### config.mk
export PLATFORM = sky130hd
export DESIGN_NAME = egc_cluster
export DESIGN_NICKNAME = d
export VERILOG_FILES = /design/src/rtl/core/egc_pkg.sv /design/src/rtl/core/egc_cluster.sv
export SDC_FILE = /design/constraint.sdc
export NUM_CORES = 1
export LEC_CHECK = 0
export ABC_CLOCK_PERIOD_IN_PS = 5310
export BUFFER_PORTS_ARGS = -buffer_cell sky130_fd_sc_hd__buf_2
export CORE_MARGIN = 5
export CORE_UTILIZATION = 55
export DETAILED_ROUTE_END_ITERATION = 8
export PLACE_DENSITY = 0.8
export SLEW_MARGIN = 10
export SYNTH_ARGS = -nofsm -noshare
export SYNTH_HDL_FRONTEND = slang
export SYNTH_SLANG_ARGS = --single-unit
### constraint.sdc
create_clock -name clk -period 5.31 [get_ports clk]
set_input_delay 0.531 -clock clk [delete_from_list [all_inputs] [get_ports clk]]
set_output_delay 0.531 -clock clk [all_outputs]
set_load 0.05 [all_outputs]
### src/rtl/core/egc_pkg.sv
// Shared types and constants for the echo gate and cluster core.
package egc_pkg;

  localparam int TIME_W    = 16;
  localparam int HITS_W    = 10;
  localparam int CFG_IDX_W = 2;
  localparam int CFG_DW    = 16;

  localparam logic [TIME_W-1:0] RANGE_LO_RST  = 16'd2000;
  localparam logic [TIME_W-1:0] RANGE_HI_RST  = 16'd30000;
  localparam logic [TIME_W-1:0] MAX_GAP_RST   = 16'd30;
  localparam logic [HITS_W-1:0] MIN_HITS_RST  = 10'd3;

  typedef enum logic [CFG_IDX_W-1:0] {
    CFG_RANGE_LO  = 2'd0,
    CFG_RANGE_HI  = 2'd1,
    CFG_MAX_GAP   = 2'd2,
    CFG_MIN_HITS  = 2'd3
  } cfg_idx_t;

  typedef enum logic {
    OP_ECHO = 1'b0,
    OP_END  = 1'b1
  } op_t;

  typedef struct packed {
    logic [TIME_W-1:0] range_lo;
    logic [TIME_W-1:0] range_hi;
    logic [TIME_W-1:0] max_gap;
    logic [HITS_W-1:0] min_hits;
  } cfg_t;

  typedef struct packed {
    logic [TIME_W-1:0] object_start;
    logic [TIME_W-1:0] object_size;
    logic              at_capture_end;
  } result_t;

endpackage

### src/rtl/core/egc_cluster.sv
// Echo gating, capture counting and cluster tracking with object emission.
module egc_cluster import egc_pkg::*; #(
  parameter int MAX_ECHOES = 512
) (
  input  logic              clk,
  input  logic              rst_n,
  input  logic              fire,
  input  logic              operation,
  input  logic [TIME_W-1:0] echo_time,
  input  cfg_t              cfg,
  output logic              res_valid,
  output result_t           res
);

  localparam int CNT_W = $clog2(MAX_ECHOES + 1);

  logic [TIME_W-1:0] first_r, first_nxt;
  logic [TIME_W-1:0] prev_r, prev_nxt;
  logic [HITS_W-1:0] hits_r, hits_nxt;
  logic [CNT_W-1:0]  cnt_r, cnt_nxt;

  logic              open_cl;
  logic              is_obj;
  logic              full;
  logic              in_rng;
  logic signed [TIME_W+1:0] gap;
  logic              joins;

  assign open_cl = (hits_r != '0);
  assign is_obj  = open_cl && (hits_r >= cfg.min_hits);
  assign full    = (cnt_r >= CNT_W'(MAX_ECHOES));
  assign in_rng  = (echo_time > cfg.range_lo) && (echo_time < cfg.range_hi);
  assign gap     = $signed({2'b00, echo_time}) - $signed({2'b00, prev_r});
  assign joins   = (gap < $signed({2'b00, cfg.max_gap}));

  always_comb begin
    first_nxt          = first_r;
    prev_nxt           = prev_r;
    hits_nxt           = hits_r;
    cnt_nxt            = cnt_r;
    res_valid          = 1'b0;
    res.object_start   = first_r;
    res.object_size    = prev_r - first_r;
    res.at_capture_end = 1'b0;
    if (fire) begin
      if (op_t'(operation) == OP_END) begin
        res_valid          = is_obj;
        res.at_capture_end = 1'b1;
        first_nxt          = '0;
        prev_nxt           = '0;
        hits_nxt           = '0;
        cnt_nxt            = '0;
      end else if (!full && in_rng) begin
        cnt_nxt  = cnt_r + CNT_W'(1);
        prev_nxt = echo_time;
        if (!open_cl) begin
          first_nxt = echo_time;
          hits_nxt  = HITS_W'(1);
        end else if (joins) begin
          if (hits_r != '1) begin
            hits_nxt = hits_r + HITS_W'(1);
          end
        end else begin
          res_valid = is_obj;
          first_nxt = echo_time;
          hits_nxt  = HITS_W'(1);
        end
      end
    end
  end

  always_ff @(posedge clk) begin
    if (!rst_n) begin
      first_r <= '0;
      prev_r  <= '0;
      hits_r  <= '0;
      cnt_r   <= '0;
    end else begin
      first_r <= first_nxt;
      prev_r  <= prev_nxt;
      hits_r  <= hits_nxt;
      cnt_r   <= cnt_nxt;
    end
  end

endmodule

# Word level (Yosys, flattened, before mapping)
# Cells that the tools add are included.
# totals
register_bits	52
latchBits	0
ramBits	0
rom_bits	0
input_bits	78
out_inout_bits	34
elab_cells	45
mem_count	0
# classes
addsub	4
multipliers	0
div_mod_pow	0
n_lt_le_gt_ge	5
eq_ne	3
shifts	0
n_mux	20
n_bitwise	0
reduce_logical	9
# op_table
op	count
$mux W16	6
$mux W10	7
$add A10 B1 Y10 const B	2
$lt A17 B17 Y1	1
$sub A16 B16 Y17	1
$gt A16 B16 Y1	1
$lt A16 B16 Y1	1
$sub A16 B16 Y16	1
$ge A10 B10 Y1	1
$ge A10 B10 Y1 const B	1
$ne A10 B10 Y1 const B	1
$reduce_bool A10 Y1	1
$mux W1	7
$reduce_and A3 Y1	2
$ne A4 B3 Y1 const B	1
$logic_and A1 B1 Y1	3
$ne A3 B3 Y1 const B	1
$reduce_and A2 Y1	1
$reduce_bool A2 Y1	1
$logic_not A1 Y1	1

# Depth between registers and ports, before layout
# logic_depth
word_depth	7
ltp_mapped	21
depth_no_buf	19

# Worst setup path before layout
# Ideal clock, no wire load.
# synth_path
kind	input port to output port
from	in echo_time[0]
to	out res_valid
t_arrival_ns	4.305
t_required_ns	4.779
setup_slack_ns	0.474
stages	17
n_path_buf	0
path_cell_list	inv_1 -> ha_1 -> fa_1 -> nor2b_1 -> o31a_1 -> o211ai_1 -> nand2_1 -> a21o_1 -> a21oi_1 -> o211ai_1 -> xor2_1 -> ha_1 -> o21ai_0 -> a21oi_1 -> a2111o_1 -> nand3b_1 -> a221oi_1
# synth_via
elab_chain_len	7
elab_cells_between_ends	11
classes_between	add/sub (1); order compare (3); mux (5); reduce/logical (2)
# synth_lines
item	line	source
start, declared	egc_cluster.sv:9	input logic [TIME_W-1:0] echo_time,
$sub A16 B16 Y17	egc_cluster.sv:33	assign gap = $signed({2'b00, echo_time}) - $signed({2'b00, prev_r});
$lt A17 B17 Y1	egc_cluster.sv:34	assign joins = (gap < $signed({2'b00, cfg.max_gap}));
$mux W1	egc_cluster.sv:59	end else if (joins) begin
$mux W1	egc_cluster.sv:56	if (!open_cl) begin
$mux W1 (*)	egc_cluster.sv:53	end else if (!full && in_rng) begin
$mux W1 (*)	egc_cluster.sv:46	if (op_t'(operation) == OP_END) begin
$mux W1 (*)	egc_cluster.sv:45	if (fire) begin
end, declared	egc_cluster.sv:11	output logic res_valid,
# Mark *: on every way between the ends. The rest lies on a longest branch, timed or not.

# Worst setup path in the final report
# layout_path
from	reg prev_r[2]
to	out res_valid
# layout_via
elab_chain_len	7
# layout_lines
item	line	source
start, declared	egc_cluster.sv:18	logic [TIME_W-1:0] prev_r, prev_nxt;
start signal, assigned	egc_cluster.sv:80	prev_r <= prev_nxt;
$sub A16 B16 Y17	egc_cluster.sv:33	
$lt A17 B17 Y1	egc_cluster.sv:34	
$mux W1	egc_cluster.sv:59	
$mux W1	egc_cluster.sv:56	
$mux W1	egc_cluster.sv:53	
$mux W1	egc_cluster.sv:46	
$mux W1	egc_cluster.sv:45	
# No other way between the ends.

==> flow_metrics.tcl <==
set metrics [dict create \
    routabilityCongestion 0.911 \
    maxCapViolations 0 \
    antenna_cells 0 \
    status "complete, no violations" \
    whs_ns 0.487 \
    holdBufCountCts 0 \
    clk_pin_slew_ns 0.10 \
    io_pins 112 \
    grt_pass1_wl_um 23500 \
    grt_antenna_before_repair 0 \
    final_cell_area_sq_um 6070 \
    cp_data_arrival_time_ns 4.15 \
    dp_slack_ns 0.661 \
    ir_worst_vdd_mv 0.169 \
    cts_sinks 52 \
    synth_cells 700 \
    synth_cell_types 59 \
    syn_avg_cell_area_sq_um 7.63 \
    nFillCells 900 \
    grt-ovfl-total 0 \
    root_buffer "clkbuf_8" \
    timing.final.crit_share_pct 88.1 \
    numPortBuffers 111 \
    cts_tree "yes" \
    numCtsBuffers 5 \
    cp-start-kind "register" \
    clkLatencyLatePin_ns 0.31 \
    cts.htree.levels 2 \
    final_common_cell "buf_2" \
    multi_input_area_sq_um 3770 \
    drt_pre_antenna_iters 5 \
    place_area_sq_um 5980 \
    synth_ff_type "dfxtp_1" \
    synth-seq-cells 52 \
    drtIter0Drc 255 \
    fp.dieH_um 109 \
    hold_class "reg2reg" \
    die_w_um 109 \
    skew_ns 0.00850 \
    final_layout_size_suffix_gt1_share_pct 16.7 \
    area_delta_synth_final_pct 13.6 \
    ys_async_sr_fraction_pct 0 \
    synth_edf_count 0 \
    critPathMaxStageDelay_ns 0.48 \
    regArea_sq_um 1040 \
    cts_setup_buffers 0 \
    hpwl_um 11800 \
    row_count 36 \
    cts_buffer_depth 2 \
    synth_warnings 0 \
    path_class "reg2out" \
    drc 0 \
    coreArea_sq_um 9640 \
    via_count 5350 \
    maxSlewViolCount 0 \
    synth_area_sq_um 5340 \
    setup_tns_ns 0 \
    wire_per_inst_um 15.4 \
    path_cells "inv_1 -> ha_1 -> nor2b_1 -> o31a_1 -> o211ai_1 -> nand2_1 -> a21o_1 -> a21oi_1 -> xnor2_1 -> ha_1 -> a21oi_1 -> nor2b_1 -> o21ai_0 -> a21oi_1 -> a2111o_1 -> nand3b_1 -> a221oi_1 -> buf_2" \
    grt_pass1_vias 5239 \
    endpoint_kind "output pin" \
    finalNetCount 973 \
    critPathMaxFanout 4 \
    power_density_nw_per_um2 213 \
    die_area_sq_um 11800 \
    crit_required_ns 4.78 \
    syn_nets 871 \
    crit_path_frequent_cell "a21oi_1" \
    final.setup.worst_slack_ns 0.632 \
    final_cell_mix "111 x buf_2, 110 x inv_1, 91 x ha_1" \
    grt_use_total_pct 24.5 \
    post-route-util_pct 63.0 \
    fmaxAchievable_mhz 214 \
    finalWirelength_um 14400 \
    relSlewSlack_pct 48.7 \
    grt_max_degree 31 \
    ys_seq_area_share_pct 19.5 \
    worst_pin_slew_ns 0.768 \
    rsz0062_at_grt "false" \
    start_util_pct 55.4 \
    cts_resized 0 \
    min_period_ns 4.68 \
    finalHoldViolCount 0 \
    via_per_inst 5.72 \
    slowest_stage "a2111o_1" \
    setup-violations-final 0 \
    postRouteAntennaNets 0 \
    p_leak_nw 2.93 \
]
layer usage:
metal  up-vias  GRT usage [%]  routed length, um
li1       2651              -                  -
met3        22           4.18               1040
met1      2505           29.0               5850
met2       172           45.4               7270
met4         0           6.13                259
met5         -              0                  0
registers in the layout (all words and copies together) (netlist names):
name     flops
hits_r      10
prev_r      16
cnt_r       10
first_r     16
synth_stat cells, drive strengths merged, types with 3 or more instances:
master / number / area share (%)
o21ai: 27 / 2.6
or3: 6 / 0.70
ha: 91 / 21
nand3b: 9 / 1.3
o211ai: 7 / 0.98
a211o: 3 / 0.49
nor2b: 16 / 1.9
nand2: 74 / 5.2
and3: 6 / 0.70
nor4: 4 / 0.47
o22ai: 7 / 0.82
inv: 111 / 7.8
buf: 8 / 1.3
a22oi: 9 / 1.3
or4: 4 / 0.56
a2111oi: 3 / 0.96
a31oi: 3 / 0.35
nand3: 17 / 1.6
clkbuf: 12 / 0.84
a32o: 4 / 0.75
and4: 6 / 0.98
a21o: 12 / 1.7
o21a: 11 / 1.5
dfxtp: 52 / 19
nand4: 12 / 1.4
nor3: 14 / 1.4
nand4b: 8 / 1.3
a21oi: 52 / 5.1
nand2b: 6 / 0.70
xnor2: 16 / 2.6
nor2: 38 / 2.7
mux2i: 18 / 3.4
xor2: 9 / 1.5
a211oi: 4 / 0.56
worst max-delay path: cells and delay by family (launching register included):
family,cells,cell delay [ns]
AOI/OAI and AO/OA,9,1.92
buffers and inverters,2,0.30
adders and majority gates,2,0.57
xor gates and xnor gates,1,0.16
DFF,1,0.40
and+or+nand+nor,4,0.47
layout make-up:
cell class / instances / share of cell area (%)
repair buffers: 115 / 9.65
clock buffers: 6 / 1.20
multi-input cells: 517 / 62.1
well taps: 133 / 2.74
flip-flops and latches: 52 / 17.2
inverters: 111 / 6.87
clock inverters: 2 / 0.268
final timing paths:
| check | startpoint | end | slack (ns) | cells past startpoint |
|---|---|---|---|---|
| max reg2reg | prev_r[2]$_SDFFE_PN0P_ | hits_r[2]$_SDFFE_PN0P_ | 0.93 | 19 |
| min | first_r[7]$_SDFFE_PN0P_ | first_r[7]$_SDFFE_PN0P_ | 0.49 | 2 |
| max | prev_r[2]$_SDFFE_PN0P_ | res_valid | 0.63 | 18 |
| min reg2reg | first_r[7]$_SDFFE_PN0P_ | first_r[7]$_SDFFE_PN0P_ | 0.49 | 2 |
metrics by stage:
stage	power, mW	cells
4_1_cts	1.29	936
2_1_floorplan	0.906	700
3_3_place_gp	1.04	928
6_report	1.29	936
3_5_place_dp	1.06	928
5_1_grt	1.37	936
where the power goes:
part / leakage (nW) / switching (mW) / internal (mW)
clock: 0.0414 / 0.143 / 0.0943
combinational: 2.47 / 0.421 / 0.221
sequential: 0.421 / 0.0108 / 0.400
total: 2.93 / 0.574 / 0.716
cell families (layout without fill, tap and decap cells):
family	count (synthesis)	after routing	synth area share [%]
AO/OA/AOI/OAI	157	157	19.7
XOR/XNOR	25	25	4.10
adder cells (fa/ha/maj)	93	93	22.1
buffers and inverters	131	234	9.97
flip-flops	52	52	19.5
multiplexers	18	18	3.37
AND/OR/NAND/NOR	224	224	21.4
No activity file was read; power rests on OpenSTA's default activity.
