### config.mk
export PLATFORM = sky130hd
export DESIGN_NAME = egc_cfg_regs
export DESIGN_NICKNAME = d
export VERILOG_FILES = /design/src/rtl/core/egc_pkg.sv /design/src/rtl/core/egc_cfg_regs.sv
export SDC_FILE = /design/constraint.sdc
export NUM_CORES = 1
export LEC_CHECK = 0
export BUFFER_PORTS_ARGS = -buffer_cell sky130_fd_sc_hd__buf_4
export CAP_MARGIN = 20
export CELL_PAD_IN_SITES_DETAIL_PLACEMENT = 1
export CELL_PAD_IN_SITES_GLOBAL_PLACEMENT = 2
export CORE_MARGIN = 1.5
export CORE_UTILIZATION = 31
export DETAILED_ROUTE_END_ITERATION = 6
export GPL_TIMING_DRIVEN = 0
export PLACE_DENSITY = 0.89
export SYNTH_ARGS = -nofsm -noshare
export SYNTH_HDL_FRONTEND = slang
export SYNTH_SLANG_ARGS = --single-unit
export TNS_END_PERCENT = 5
### constraint.sdc
create_clock -name clk -period 2.4 [get_ports clk]
set_input_delay 0.24 -clock clk [delete_from_list [all_inputs] [get_ports clk]]
set_output_delay 0.24 -clock clk [all_outputs]
set_load 0.1 [all_outputs]
### src/rtl/core/egc_pkg.sv
// Shared types and constants for the echo gate and cluster core.
package egc_pkg;

  localparam int TIME_W    = 16;
  localparam int HITS_W    = 10;
  localparam int CFG_IDX_W = 2;
  localparam int CFG_DW    = 16;

  localparam logic [TIME_W-1:0] RANGE_LO_RST  = 16'd2000;
  localparam logic [TIME_W-1:0] RANGE_HI_RST  = 16'd30000;
  localparam logic [TIME_W-1:0] MAX_GAP_RST   = 16'd30;
  localparam logic [HITS_W-1:0] MIN_HITS_RST  = 10'd3;

  typedef enum logic [CFG_IDX_W-1:0] {
    CFG_RANGE_LO  = 2'd0,
    CFG_RANGE_HI  = 2'd1,
    CFG_MAX_GAP   = 2'd2,
    CFG_MIN_HITS  = 2'd3
  } cfg_idx_t;

  typedef enum logic {
    OP_ECHO = 1'b0,
    OP_END  = 1'b1
  } op_t;

  typedef struct packed {
    logic [TIME_W-1:0] range_lo;
    logic [TIME_W-1:0] range_hi;
    logic [TIME_W-1:0] max_gap;
    logic [HITS_W-1:0] min_hits;
  } cfg_t;

  typedef struct packed {
    logic [TIME_W-1:0] object_start;
    logic [TIME_W-1:0] object_size;
    logic              at_capture_end;
  } result_t;

endpackage

### src/rtl/core/egc_cfg_regs.sv
// Configuration register file for range, gap and hit-count limits.
module egc_cfg_regs import egc_pkg::*; (
  input  logic                 clk,
  input  logic                 rst_n,
  input  logic                 cfg_we,
  input  logic [CFG_IDX_W-1:0] cfg_index,
  input  logic [CFG_DW-1:0]    cfg_wdata,
  output cfg_t                 cfg
);

  cfg_t cfg_r;
  cfg_t cfg_nxt;

  always_comb begin
    cfg_nxt = cfg_r;
    if (cfg_we) begin
      case (cfg_idx_t'(cfg_index))
        CFG_RANGE_LO:  cfg_nxt.range_lo  = cfg_wdata[TIME_W-1:0];
        CFG_RANGE_HI:  cfg_nxt.range_hi  = cfg_wdata[TIME_W-1:0];
        CFG_MAX_GAP:   cfg_nxt.max_gap   = cfg_wdata[TIME_W-1:0];
        CFG_MIN_HITS:  cfg_nxt.min_hits  = cfg_wdata[HITS_W-1:0];
        default:       cfg_nxt = cfg_r;
      endcase
    end
  end

  always_ff @(posedge clk) begin
    if (!rst_n) begin
      cfg_r.range_lo  <= RANGE_LO_RST;
      cfg_r.range_hi  <= RANGE_HI_RST;
      cfg_r.max_gap   <= MAX_GAP_RST;
      cfg_r.min_hits  <= MIN_HITS_RST;
    end else begin
      cfg_r <= cfg_nxt;
    end
  end

  assign cfg = cfg_r;

endmodule

After elaboration in Yosys (flattened, before gate mapping)
Index checks and enable logic that the tools add are counted.
{"block": "word_totals", "ff_bits": 58, "mem_count": 0, "mem_bits_rw": 0, "mem_bits_ro": 0, "latch_bits": 0, "wordCells": 12}
{"block": "classes", "mul": 0, "div_mod_pow": 0, "magnitude_cmp": 0, "n_bitwise": 0, "n_mux": 0, "shifts": 0, "reduce_logical": 5, "eq_ne": 3, "n_addsub": 0}
{"cell": "$reduce_and 2->1", "n": 4}
{"cell": "$eq 2x2->1 const B", "n": 2}
{"cell": "$eq 2x1->1 const B", "n": 1}
{"cell": "$logic_not 2->1", "n": 1}

Depth between registers and ports, before layout
Gate-level depths: netlist of the first run.
{"block": "logic_depth", "depth_word": 2, "depth_mapped": 5, "depth_no_buf": 2}

Worst setup path after synthesis of the first run
OpenSTA, ideal clock, no wires.
{"block": "synth_path", "path_kind": "register to register", "from": "register cfg[12] (netlist name)", "to": "register cfg_r, in the netlist cfg[12]", "n_path_buf": 0, "t_arrival_ns": 1.186, "required_time_ns": 2.321, "setup_time_ns": 0.079, "stages_incl_launch_ff": 3, "slack_ns": 1.135, "cell_sequence": "dfxtp_1 inv_1 o211ai_1"}
{"item": "end signal: assignment", "line_no": "egc_cfg_regs.sv:34", "text": "cfg_r <= cfg_nxt;"}
{"item": "end: declaration", "line_no": "egc_cfg_regs.sv:11", "text": "cfg_t cfg_r;"}

Worst setup path in the final report of the first run
{"block": "layout_path", "from": "register cfg_r, in the netlist cfg[37]", "to": "output port cfg[37] (netlist name)"}
{"item": "end: declaration", "line_no": "egc_cfg_regs.sv:8", "text": "output cfg_t cfg"}
No word-level cell between the ends.

==> out/metrics.yaml, run 1 <==
synthFlopType: "dfxtp_1"
hpwl_microns: 4730
grt_pass1_wl_microns: 9960
clock_path_buffers: 2
p_comb_share_pct: 21.7
synthTopCellsByCount: "dfxtp_1 (58), nand2_1 (55), mux2i_1 (48), nor2b_1 (13), buf_2 (12)"
yosysMostFrequentCell: "dfxtp_1"
viasPerCell: 4.61
clock_latency_ps: 320
fin_nets: 338
clock_power_share_pct: 32.7
internal-power_w: 0.00148
yosys_warnings: 0
seqPwrFrac_pct: 45.7
hold_viol: 0
power_w: 0.00223
cts_sinks: 58
synthCells: 229
critPathSlowestCell: "dfxtp_1"
path_cells: "buf_4"
cts_root_buf: "clkbuf_8"
clock.fmax_mhz: 815
ff2ff_path_depth: 2
drv_cap: 0
ys_ff_latch: 58
grt_overflow: 0
wire_per_inst_microns: 15.2
cp.required_ps: 2160
slew_headroom_pct: 62.7
cp_num_buf_inv: 1
nFillCells: 843
ir_drop_uv: 307
path_clk_slew_ps: 70
io_buffers: 77
r2r_slack_ps: 1730
drt-pass1-iter-count: 4
place_ws_ps: 1060
dieWidth_microns: 88.7
start_kind: "flop"
drt_iter0_drc: 51
cts_setup_buffers: 0
fin_tns_setup_ps: 0
worstSetupPathType: "reg -> out"
worstMarginPinSlew_ps: 559
post-route-period-util_pct: 51.1
largest_reg_flops: 58
timing.final.ws_setup_ps: 1170
ys_seq_area_share_pct: 51.0
dpl.cell_count: 405
syn-cell-area_sq_um: 2280
status: "finished clean"
holdBufCountCts: 0
period_needed_ps: 1230
cp_num_cells: 1
holdCritPathClass: "in -> reg"
drive_gt1_share_pct: 32.1
row_count: 31
syn_to_final_growth_pct: 37.5
numCtsBuffers: 9
skew_ps: 0
hold_path_depth: 3
core_sq_um: 7180
h-tree-depth: 3
diodes: 0
finalSetupViolCount: 0
place_congestion: 0.762
die-area_sq_um: 7870
drv_slew: 0
ys_types: 20
cp_top_family: "flip-flops"
cp-end-kind: "output pin"
vias: 1937
cp_max_fo: 2
io_pins: 79
ant_nets: 0
synth_fp_nets: 250
powerDensity_nw_per_um2: 713
synthArstFlopShare_pct: 0
rsz0062_at_grt: "no"
p_leak_nw: 1.53
start_util_pct: 31.8
stdcell_count: 420
p_sw_share_pct: 33.9
grt_pass1_vias: 1966
wl_microns: 6400
synth-edff-count: 0
synthTopCellsByArea: "dfxtp_1 (51%), mux2i_1 (21%), nand2_1 (9.1%), nor2b_1 (3.6%), o211ai_1 (3.0%)"
syn_avg_cell_area_sq_um: 9.95
slowest_delay_ps: 360
cts_tree: "yes"
die_h_microns: 88.7
track_usage_pct: 17.2
power_switching_w: 0.000757
antenna_found_initial: 0
synth_top_cell_by_area: "dfxtp_1"
drc: 0
yosysTopAreaCellShare_pct: 51.0
cts_resized: 0
arrival_ps: 990
grt_max_degree: 11
per-stage QoR:
step / hold WS, ps / util, % / area (sq um)
after detailed placement: 454 / 41.5 / 2980
final: 167 / 43.6 / 3130
after global placement: 445 / 41.5 / 2980
after global routing: 191 / 43.6 / 3130
after floorplan: 379 / - / 2280
after CTS: 167 / 43.6 / 3130
final timing paths:
kind,to,startpoint
max reg2reg,cfg[0],cfg[0]
min reg2reg,cfg[10],cfg[10]
max,cfg[37],cfg[37]
min,cfg[4],cfg_wdata[4]
power groups by stage:
| stage | combinational (W) | clock [W] | sequential (W) |
|---|---|---|---|
| after floorplan | 0.000101 | 0 | 0.00130 |
| after global placement | 0.000482 | 0 | 0.00104 |
| after detailed placement | 0.000487 | 0 | 0.00104 |
| after CTS | 0.000488 | 0.000742 | 0.00102 |
| after global routing | 0.000507 | 0.000784 | 0.00102 |
| final | 0.000484 | 0.000730 | 0.00102 |
placed cells by master, fill, tap and decap left out, types with 2 or more instances in the layout:
cell type  instances
or4bb_1            2
nand2_1           55
mux2i_1           48
and3b_1            2
clkinv_2           4
inv_1              9
nor2b_1           13
nand4b_1           6
buf_2             12
dfxtp_1           58
o211ai_1           9
buf_4             77
clkbuf_8           9
clkbuf_1           8
kinds of logic (layout without fill, tap and decap cells):
logic type / count (synthesis) / after routing / share of synthesized area (%)
DFF: 58 / 58 / 51.0
and+or+nand+nor: 85 / 85 / 19.4
muxes: 48 / 48 / 21.1
buffers and inverters: 27 / 119 / 5.11
AOI/OAI and AO/OA: 11 / 11 / 3.46
cell type report:
type / instances / area (sq um) / share of cell area (%)
clock buffer: 11 / 131 / 4.19
timing repair buffer: 77 / 578 / 18.5
multi-input combinational: 144 / 1000 / 32.0
buffer: 18 / 82.6 / 2.64
inverter: 9 / 33.8 / 1.08
tap: 99 / 124 / 3.96
clock inverter: 4 / 20.0 / 0.639
sequential: 58 / 1160 / 37.1
metal layers:
metal / vias up / track usage, % / routed length (microns)
li1: 946 / - / -
met1: 931 / 20.9 / 2900
met2: 51 / 29.1 / 3050
met3: 9 / 4.94 / 385
met4: 0 / 6.11 / 78
met5: - / 0 / 0
No activity file was read; power rests on OpenSTA's default activity.
==> inputs of run 2 (changes only) <==
Settings changed: ABC_AREA set to 1, CORE_UTILIZATION 31 to 23, PLACE_DENSITY 0.89 to 0.8.
Clock period 2.4 ns to 1 ns, I/O delays scaled along.
==> run 2 against run 1 <==
Compared with the run above:
- first-iteration DRC count is 14% lower
- clock power is 150% higher
- cell area is 30% higher
- largest cell class is now non-clock buffers
- global-route usage is 0.63 points lower
- register-to-register slack worse by 1400 ps
- clock skew stayed put
==> out/metrics.yaml, run 2 <==
status: "finished clean"
powerDensity_nw_per_um2: 1550
p_comb_share_pct: 30.1
ys_seq_area_share_pct: 49.9
stdcell_count: 564
syn_to_final_growth_pct: 74.9
io_pins: 79
yosysMostFrequentCell: "nand2_1"
cts_setup_buffers: 0
io_buffers: 75
h-tree-depth: 3
place_congestion: 0.735
dpl.cell_count: 546
drv_slew: 0
start_util_pct: 23.8
synth_fp_nets: 359
yosysTopAreaCellShare_pct: 49.9
seqPwrFrac_pct: 41.1
critPathSlowestCell: "dfxtp_4"
finalSetupViolCount: 0
clock_path_buffers: 2
synthTopCellsByArea: "dfxtp_1 (50%), nand2_1 (16%), nor2_1 (11%), nand3_1 (7.7%), inv_1 (6.8%)"
ys_types: 14
cp.required_ps: 900
synthTopCellsByCount: "nand2_1 (98), nor2_1 (69), dfxtp_1 (58), inv_1 (42), nand3_1 (36)"
grt_pass1_vias: 2504
vias: 2390
diodes: 0
yosys_warnings: 0
viasPerCell: 4.24
cp_max_fo: 2
cts_root_buf: "clkbuf_8"
worstSetupPathType: "reg -> out"
numCtsBuffers: 9
cp-end-kind: "output pin"
syn_avg_cell_area_sq_um: 6.89
row_count: 36
timing.final.ws_setup_ps: 20.7
layout_commonest_cell: "nand2_1"
nFillCells: 1182
post-route-period-util_pct: 97.9
synthCells: 338
rsz0062_at_grt: "yes"
cts_tree: "yes"
drive_gt1_share_pct: 36.2
synth-edff-count: 0
die-area_sq_um: 10700
internal-power_w: 0.00403
holdCritPathClass: "in -> reg"
hpwl_microns: 5780
p_leak_nw: 1.96
path_clk_slew_ps: 60
power_switching_w: 0.00227
drt_iter0_drc: 44
hold_viol: 0
wire_per_inst_microns: 15.0
largest_reg_flops: 58
ys_ff_latch: 58
worstMarginPinSlew_ps: 595
syn-cell-area_sq_um: 2330
track_usage_pct: 16.6
ir_drop_uv: 680
synth_top_cell_by_area: "dfxtp_1"
start_kind: "flop"
cp_top_family: "flip-flops"
die_h_microns: 104
grt_max_degree: 11
core_sq_um: 9770
antenna_found_initial: 0
wl_microns: 8440
grt_pass1_wl_microns: 13700
synthArstFlopShare_pct: 0
p_sw_share_pct: 36.0
drt-pass1-iter-count: 4
clock.fmax_mhz: 1020
clock_latency_ps: 330
ant_nets: 0
grt_overflow: 0
slowest_delay_ps: 370
power_w: 0.00630
path_cells: "buf_12"
fin_nets: 449
place_ws_ps: -269
slew_headroom_pct: 60.2
clock_power_share_pct: 28.8
drc: 0
dieWidth_microns: 104
period_needed_ps: 979
synthFlopType: "dfxtp_1"
cts_sinks: 58
drv_cap: 0
skew_ps: 0
arrival_ps: 880
cp_num_buf_inv: 1
final_cell_mix: "nand2_1 (98), nor2_1 (69), buf_12 (56), dfxtp_2 (50), inv_1 (42)"
## run 2: stage by stage
stage | util, % | hold WS [ps] | TNS, ps | cell area, sq um
after floorplan | - | 213 | -13300 | 2330
final | 41.6 | 15.9 | 0 | 4070
after global routing | 41.6 | 6.27 | -52.9 | 4070
after detailed placement | 31.3 | 335 | -8700 | 3060
after CTS | 41.1 | 6.07 | -5.67 | 4020
after global placement | 31.3 | 328 | -8200 | 3060
## run 2: per-layer routing
metal  vias up  global-route usage [%]  routed length (microns)
met2        62                    28.5                     4190
met3         4                    5.16                      430
met5         -                       0                        0
met4         0                    3.27                       36
li1       1196                       -                        -
met1      1128                    20.5                     3790
## run 2: cells by family (layout without fill, tap and decap cells)
family / count (synthesis) / count (layout) / share of synthesized area, %
and+or+nand+nor: 210 / 210 / 36.9
DFF: 58 / 58 / 49.9
AOI/OAI and AO/OA: 10 / 10 / 2.15
buffers and inverters: 60 / 153 / 11.1
## run 2: final timing paths
kind / startpoint / to / slack, ps / cells after the start
min: cfg_wdata[5] / cfg[31] / 20 / 3
min reg2reg: cfg[52] / cfg[52] / 490 / 2
max: cfg[21] / cfg[21] / 20 / 1
max reg2reg: cfg[20] / cfg[20] / 300 / 4
## run 2: power groups by stage
stage	Clock, W	Sequential (W)	Combinational [W]
final	0.00181	0.00259	0.00189
after global routing	0.00199	0.00260	0.00199
after CTS	0.00188	0.00260	0.00189
after detailed placement	0	0.00256	0.00158
after global placement	0	0.00256	0.00156
after floorplan	0	0.00342	0.000317
## run 2: final cells by class
| type | instances | area, sq um | share of cell area (%) |
|---|---|---|---|
| repair buffers | 79 | 1320 | 32.4 |
| inverters | 42 | 158 | 3.87 |
| well taps | 133 | 166 | 4.09 |
| multi-input cells | 220 | 921 | 22.6 |
| plain buffers | 18 | 100 | 2.46 |
| clock buffers | 14 | 153 | 3.75 |
| flip-flops and latches | 58 | 1250 | 30.8 |
## run 2: worst register-to-register path, cell delays in order, from the launching register on
cell     delay (ps)
dfxtp_2         360
inv_1            50
nand2_1          60
nand2_1          50
nor2_1          110
## run 2: what timing repair did
item,CTS,global route
resized for setup,220,15
endpoints found under the hold margin,4,0
hold buffers,4,0
setup endpoints to repair,58,28
==> inputs of run 3 (changes only) <==
Settings changed: CORE_ASPECT_RATIO set to 0.6, SLEW_MARGIN set to 20.
==> run 3 against run 2 <==
Compared with the run above:
- sequential cell count is the same
- maximum frequency increased by 0.52%
- cell area rose by 1.9%
- utilization grew 0.50 points
- global-route usage up 1.1 points
- highest routed layer unchanged
- critical endpoint is now cfg[26]
- total power increased by 17%
- non-clock buffer count fell by 3
- first-iteration DRC count is 100% higher
- combinational power barely moved
==> out/metrics.yaml, run 3 (synthesis gave the netlist of run 2 again) <==
status: "finished clean"
io_pins: 79
cp_top_family: "flip-flops"
fin_tns_setup_ps: 0
r2r_start: "cfg[4]"
period_needed_ps: 974
cp_max_fo: 2
hold_viol: 0
power_switching_w: 0.00241
diodes: 0
p_leak_nw: 2.01
start_util_pct: 23.6
clock_power_share_pct: 39.1
internal-power_w: 0.00495
grt_pass1_vias: 2589
ir_drop_uv: 920
ant_nets: 0
wl_microns: 8610
slowest_delay_ps: 340
grt_pass1_wl_microns: 14000
seqPwrFrac_pct: 35.3
numCtsBuffers: 9
cp-end-kind: "output pin"
drt-pass1-iter-count: 4
cp.required_ps: 900
hold_start: "cfg_wdata[13]"
row_count: 28
viasPerCell: 4.32
path_clk_slew_ps: 50
arrival_ps: 870
nFillCells: 1153
fin_util_pct: 42.1
ff2ff_path_depth: 4
cts_setup_buffers: 0
die_h_microns: 80.9
holdCritPathClass: "in -> reg"
worstMarginPinSlew_ps: 562
fin_area_sq_um: 4150
hpwl_microns: 6240
syn_to_final_growth_pct: 78.3
fin_nets: 446
rr_endpoint: "cfg[4]"
drv_cap: 0
post-route-period-util_pct: 97.4
final_cell_mix: "nand2_1 (98), nor2_1 (69), dfxtp_2 (55), buf_12 (54), inv_1 (42)"
cts_tree: "yes"
grt_overflow: 0
cts_sinks: 58
r2r_slack_ps: 300
finalSetupViolCount: 0
antenna_found_initial: 0
cts_root_buf: "clkbuf_16"
track_usage_pct: 17.7
dieWidth_microns: 133
wire_per_inst_microns: 15.2
critPathSlowestCell: "dfxtp_2"
clock.fmax_mhz: 1030
drc: 0
slew_headroom_pct: 62.5
start_kind: "flop"
min_to: "cfg[39]"
die-area_sq_um: 10800
place_congestion: 0.750
drive_gt1_share_pct: 37.4
p_comb_share_pct: 25.6
hold_path_depth: 3
cp_num_buf_inv: 1
regArea_sq_um: 1240
io_buffers: 75
p_sw_share_pct: 32.7
clock_path_buffers: 2
worstSetupPathType: "reg -> out"
skew_ps: 0
h-tree-depth: 3
drv_slew: 0
largest_reg_flops: 58
powerDensity_nw_per_um2: 1770
vias: 2439
layout_commonest_cell: "nand2_1"
placed_cell_area_sq_um: 3070
multi_input_area_sq_um: 918
grt_max_degree: 11
path_cells: "buf_8"
core_sq_um: 9840
clock_latency_ps: 330
power_w: 0.00736
drt_iter0_drc: 89
==> run 3: timing repair <==
item,4_1_cts,5_1_grt
hold endpoints to repair,1,0
hold buffers,1,0
endpoints found under the setup margin,58,15
gates resized for setup,218,10
==> run 3: cell type report <==
cell class / instances / area share, %
flip-flops and latches: 58 / 29.9
clock buffers: 14 / 6.60
clock inverters: 2 / 0.241
repair buffers: 76 / 30.8
multi-input cells: 220 / 22.1
inverters: 42 / 3.80
well taps: 135 / 4.07
plain buffers: 18 / 2.41
==> run 3: metrics by stage <==
stage | setup WS, ps | instances | hold WS (ps)
after CTS | -48.4 | 565 | 1.26
final | 25.8 | 565 | 9.13
after detailed placement | -304 | 548 | 350
after global routing | -0.776 | 565 | 17.2
after floorplan | -278 | 338 | 213
after global placement | -223 | 548 | 335
==> run 3: how the worst max path moves through the flow <==
stage                 startpoint      end  depth (start not counted)
global route             cfg[21]  cfg[21]                          1
CTS                      cfg[37]  cfg[37]                          1
finish                   cfg[26]  cfg[26]                          1
global placement          cfg_we  cfg[35]                          5
floorplan                cfg[15]  cfg[15]                          4
detailed placement  cfg_index[1]  cfg[50]                          5
==> run 3: per-layer routing <==
layer	track usage, %	vias to the layer above	routed length (microns)
met5	0	-	0
met4	5.60	0	87
met3	7.30	7	709
met2	28.4	77	3820
met1	21.8	1154	3990
li1	-	1201	-
==> run 3: power by group through the flow <==
stage	clock network [W]	registers [W]	logic, W
global route	0.00308	0.00261	0.00199
detailed placement	0	0.00256	0.00159
CTS	0.00299	0.00260	0.00188
finish	0.00288	0.00260	0.00188
global placement	0	0.00256	0.00157
floorplan	0	0.00342	0.000317
